$ cat src/rtl/core/shuffled_combined_lcg_rng_assert.svh
// ---------------------------------------------------------------------------
// Assertion macros for the shuffled combined LCG random source
// Concurrent checks that compile away when SYNTH is defined.
// ---------------------------------------------------------------------------
`ifndef SHUFFLED_COMBINED_LCG_RNG_ASSERT_SVH
`define SHUFFLED_COMBINED_LCG_RNG_ASSERT_SVH

`ifndef SYNTH

// ante true in a cycle implies cons in the same cycle
`define SCL_ASSERT_IMP(lbl, clk, rstn, ante, cons) \
  lbl: assert property (@(posedge clk) disable iff (!(rstn)) (ante) |-> (cons)) \
    else $error("scl assertion failed");

// ante true in a cycle implies cons in the next cycle
`define SCL_ASSERT_NXT(lbl, clk, rstn, ante, cons) \
  lbl: assert property (@(posedge clk) disable iff (!(rstn)) (ante) |=> (cons)) \
    else $error("scl assertion failed");

`else

`define SCL_ASSERT_IMP(lbl, clk, rstn, ante, cons)
`define SCL_ASSERT_NXT(lbl, clk, rstn, ante, cons)

`endif

`endif

$ cat src/rtl/core/scl_pkg.sv
// ---------------------------------------------------------------------------
// scl_pkg
// Constants and shared types of the shuffled combined LCG random source.
// ---------------------------------------------------------------------------
package scl_pkg;

  localparam int unsigned RECIP_SH = 47;

  typedef enum logic {
    CMD_DRAW   = 1'b0,
    CMD_RESEED = 1'b1
  } scl_op_t;

  typedef struct packed {
    logic [15:0] mul;
    logic [15:0] quo;
    logic [13:0] rem;
    logic [30:0] modulus;
    logic [31:0] recip;
  } lcg_const_t;

  localparam logic [30:0] MOD1      = 31'd2147483563;
  localparam logic [30:0] MOD2      = 31'd2147483399;
  localparam logic [30:0] WRAP_SPAN = 31'd2147483562;
  localparam logic [30:0] CAP_LIMIT = 31'd2147483244;
  localparam logic [30:0] G1_RESET  = 31'd1;
  localparam logic [30:0] G2_RESET  = 31'd123456789;

  localparam logic [31:0] RECIP1 = 32'((64'd1 << RECIP_SH) / 64'd53668);
  localparam logic [31:0] RECIP2 = 32'((64'd1 << RECIP_SH) / 64'd52774);

  localparam lcg_const_t GEN1_C = '{mul: 16'd40014, quo: 16'd53668, rem: 14'd12211,
                                    modulus: MOD1, recip: RECIP1};
  localparam lcg_const_t GEN2_C = '{mul: 16'd40692, quo: 16'd52774, rem: 14'd3791,
                                    modulus: MOD2, recip: RECIP2};

  typedef struct packed {
    logic load_seed;
    logic warm_step;
    logic draw_commit;
  } scl_cmd_t;

  typedef struct packed {
    logic warm_last;
    logic out_free;
  } scl_status_t;

endpackage

$ cat src/rtl/core/scl_ctrl.sv
// ---------------------------------------------------------------------------
// scl_ctrl
// Sequencer for reseed warm-up and draw steps.
// ---------------------------------------------------------------------------
`include "shuffled_combined_lcg_rng_assert.svh"

module scl_ctrl (
  input  logic                 clk,
  input  logic                 rst_n,
  input  logic                 in_valid,
  output logic                 in_ready,
  input  logic                 in_cmd,
  output scl_pkg::scl_cmd_t    cmd,
  input  scl_pkg::scl_status_t status
);
  import scl_pkg::*;

  typedef enum logic [1:0] {
    ST_IDLE,
    ST_WARM,
    ST_DRAW
  } state_t;

  state_t     state_r;
  state_t     state_nxt;
  logic [1:0] cnt_r;
  logic [1:0] cnt_nxt;
  logic       draw_wait;

  assign draw_wait = (state_r == ST_DRAW) && (cnt_r == 2'd3);

  always_comb begin
    state_nxt       = state_r;
    cnt_nxt         = cnt_r;
    cmd.load_seed   = 1'b0;
    cmd.warm_step   = 1'b0;
    cmd.draw_commit = 1'b0;
    in_ready        = 1'b0;
    case (state_r)
      ST_IDLE: begin
        in_ready = 1'b1;
        cnt_nxt  = 2'd0;
        if (in_valid) begin
          cmd.load_seed = (in_cmd == CMD_RESEED);
          state_nxt     = (in_cmd == CMD_RESEED) ? ST_WARM : ST_DRAW;
        end
      end
      ST_WARM: begin
        cnt_nxt = cnt_r + 2'd1;
        if (cnt_r == 2'd3) begin
          cmd.warm_step = 1'b1;
          if (status.warm_last) begin
            state_nxt = ST_DRAW;
          end
        end
      end
      ST_DRAW: begin
        if (!draw_wait) begin
          cnt_nxt = cnt_r + 2'd1;
        end else if (status.out_free) begin
          cmd.draw_commit = 1'b1;
          state_nxt       = ST_IDLE;
        end
      end
      default: begin
        state_nxt = ST_IDLE;
      end
    endcase
  end

  always_ff @(posedge clk) begin
    if (!rst_n) begin
      state_r <= ST_IDLE;
      cnt_r   <= 2'd0;
    end else begin
      state_r <= state_nxt;
      cnt_r   <= cnt_nxt;
    end
  end

  `SCL_ASSERT_IMP(a_cmd_excl, clk, rst_n, 1'b1, $onehot0(cmd))
  `SCL_ASSERT_NXT(a_warm_to_draw, clk, rst_n, cmd.warm_step && status.warm_last, state_r == ST_DRAW)
  `SCL_ASSERT_NXT(a_draw_stall, clk, rst_n, draw_wait && !status.out_free, draw_wait)

endmodule

$ cat config.mk
export PLATFORM = sky130hd
export DESIGN_NAME = scl_ctrl
export DESIGN_NICKNAME = d
export VERILOG_FILES = /design/src/rtl/core/scl_pkg.sv /design/src/rtl/core/scl_ctrl.sv
export VERILOG_INCLUDE_DIRS = /design/src /design/src/rtl/core
export SDC_FILE = /design/constraint.sdc
export NUM_CORES = 1
export LEC_CHECK = 0
export BUFFER_PORTS_ARGS = -buffer_cell sky130_fd_sc_hd__buf_2
export CORE_AREA = 2 2 39 41
export CTS_BUF_LIST = sky130_fd_sc_hd__clkbuf_16
export DETAILED_ROUTE_END_ITERATION = 10
export DIE_AREA = 0 0 41 43
export GPL_TIMING_DRIVEN = 0
export HOLD_SLACK_MARGIN = 0.1
export SLEW_MARGIN = 30
export SYNTH_ARGS = -nofsm -noshare
export SYNTH_HDL_FRONTEND = slang
export SYNTH_SLANG_ARGS = --single-unit
$ cat constraint.sdc
create_clock -name clk -period 3.15 [get_ports clk]
set_clock_uncertainty 0.15 [all_clocks]
set_input_delay 0.315 -clock clk [delete_from_list [all_inputs] [get_ports clk]]
set_output_delay 0.315 -clock clk [all_outputs]
set_load 0.01 [all_outputs]
==> impl_metrics.json <==
{
  "outcome": "completed",
  "coreArea_sq_um": 1380,
  "clkTransAtPathRegs_ns": 0.03,
  "power.share.clock": 0.477,
  "routed_wl_microns": 648,
  "finalSetupViolCount": 0,
  "p_int_uw": 291,
  "routabilityCongestion": 0.653,
  "postRouteAntennaNets": 0,
  "overflow": 0,
  "synth_seq_cells": 4,
  "ys_seq_area_frac": 0.235,
  "max_clock_freq_ghz": 0.571,
  "power_switching_uw": 119,
  "period_needed_ns": 1.75,
  "post_drt_wl_per_cell_microns": 9.97,
  "ys_top_cells_by_area": "ha_1 29%, dfxtp_1 24%, nand2b_1 5.5%",
  "synth_flop_cell": "dfxtp_1",
  "r2r-start": "state_r[0]",
  "drtIter0Drc": 10,
  "synth-edff-count": 0,
  "synth_top_area_share": 0.294,
  "cp-startpoint": "state_r[0]",
  "htree_levels": 1,
  "cp_data_arrival_time_ns": 1.29,
  "cts_post_setup_buffers_inserted": 0,
  "hpwl_microns": 510,
  "drc_errors": 0,
  "num_antenna_cells": 0,
  "reg2reg_to": "state_r[0]",
  "switching_share": 0.291,
  "p_leak_uw": 0.000237,
  "cts_buffer_depth": 2,
  "io_buffer_count": 9,
  "viasPerCell": 4.57,
  "avgSynthCellArea_sq_um": 9.20,
  "synth_area_leader_cell": "ha_1",
  "num_io_pins": 10,
  "cp-start-kind": "flop",
  "syn_area_sq_um": 340,
  "die_height_microns": 43,
  "root_buffer": "clkbuf_16",
  "die_w_microns": 41,
  "grt_pass1_wl_mm": 1.03,
  "hold_path_class": "in2reg",
  "start_util": 0.246,
  "synth_commonest_cells": "8 x ha_1, 4 x dfxtp_1, 3 x nand2_1, 3 x nand2b_1",
  "fin_setup_tns_ns": 0,
  "design_area_sq_um": 480,
  "yosysMostFrequentCell": "ha_1",
  "yosys_warnings": 0,
  "insertion_delay_ns": 0.22,
  "combinationalPowerShare": 0.320,
  "fin_nets": 65,
  "cp_max_fo": 5,
  "grt_antenna_before_repair": 0,
  "ys_types": 20,
  "drive_gt1_frac": 0.265,
  "cts-resized-gates": 0,
  "grt_max_degree": 7,
  "hold_buffers": 0,
  "cts_buffers": 3,
  "seq_power_share": 0.202,
  "finalHoldViolations": 0,
  "first_pass_iters": 3,
  "r2r_slack_ns": 1.58,
  "grt_pass1_vias": 261,
  "end_kind": "output port",
  "tritoncts": "done",
  "critPathKind": "reg2out",
  "drv_slew": 0,
  "rsz0062_at_grt": "no",
  "synthArstFlopShare": 0,
  "vdd_ir_drop_max_uv": 398,
  "postLayoutCoreUtil": 0.347,
  "num_rows": 14,
  "synth_fp_nets": 51,
  "track_usage": 0.0893,
  "critPathCapture": "cmd[2]",
  "pwr_density_cell_nw_per_um2": 855,
  "vias": 297,
  "worstRegToRegCells": 5,
  "cts.sinks": 4,
  "tightest_slew_ns": 0.268,
  "max-cap-violations": 0,
  "slew_headroom": 0.821,
  "cp.required_ns": 2.68,
  "fin_crit_sh": 0.556,
  "area_delta_synth_final_pct": 41.2,
  "dpl_cell_area_sq_um": 405,
  "syn-instance-count": 37,
  "die_area_sq_um": 1760
}
[flip-flops by register name, indices dropped and copies added (netlist names)]
| name | flops |
|---|---|
| cnt_r | 2 |
| state_r | 2 |
[layer usage]
layer	share of wire	up-vias	GRT usage	wire length, microns
met5	0	-	0	0
met4	0	0	0.0200	0
met3	0.056	0	0.0471	36
met2	0.52	5	0.134	334
met1	0.43	137	0.109	278
li1	-	155	-	-
[per-stage QoR]
step	cells	setup slack [ns]	hold slack, ns	total power, uW
6_report	65	1.40	0.250	411
5_1_grt	65	1.34	0.264	439
4_1_cts	65	1.39	0.254	417
3_5_place_dp	62	1.58	0.330	216
3_3_place_gp	62	1.62	0.325	214
2_1_floorplan	37	1.73	0.301	182
[area by class of cell]
class | count | area, sq um
Fill cell | 155 | 903
Multi-Input combinational cell | 31 | 253
Sequential cell | 4 | 80.1
Clock buffer | 3 | 75.1
Timing Repair Buffer | 9 | 45.0
Tap cell | 16 | 20.0
Inverter | 2 | 7.51
[cells in the final DEF, fill, tap and decap left out, drive strengths merged]
cell / instances
and3: 1
and4: 1
o21ai: 1
ha: 8
nand2b: 3
a21oi: 1
nand3: 1
a21o: 1
clkbuf: 3
o2111ai: 1
a21boi: 2
mux2i: 1
dfxtp: 4
buf: 9
nor2b: 1
o211a: 1
nand3b: 1
and2: 2
nor2: 1
nand2: 3
a32o: 1
inv: 2
[worst max-delay path, stage by stage, from the launching register on]
cell	delay, ns
dfxtp_1	0.40
inv_1	0.11
ha_1	0.25
and3_1	0.17
buf_2	0.14
[power by group through the flow]
stage	Combinational [uW]	Clock (uW)	Sequential, uW
final	132	196	83.1
after global routing	150	203	86.0
after CTS	134	200	83.0
after detailed placement	132	0	84.2
after global placement	131	0	83.6
after floorplan	102	0	79.4
[cell families after synthesis]
kind of cell,after synthesis,synth area share
compound gates,8,0.184
fa+ha+maj,8,0.294
buf+inv,2,0.0221
flops,4,0.235
mux,1,0.0294
simple gates,14,0.235
[how the worst min path moves through the flow]
stage,from,end,cells past startpoint
after floorplan,cnt_r[1],cnt_r[1],2
after global placement,cnt_r[1],cnt_r[1],2
after detailed placement,cnt_r[1],cnt_r[1],2
after CTS,rst_n,cnt_r[0],2
after global routing,rst_n,cnt_r[0],2
final,rst_n,cnt_r[0],2
Power figures use the tool's default switching activity.
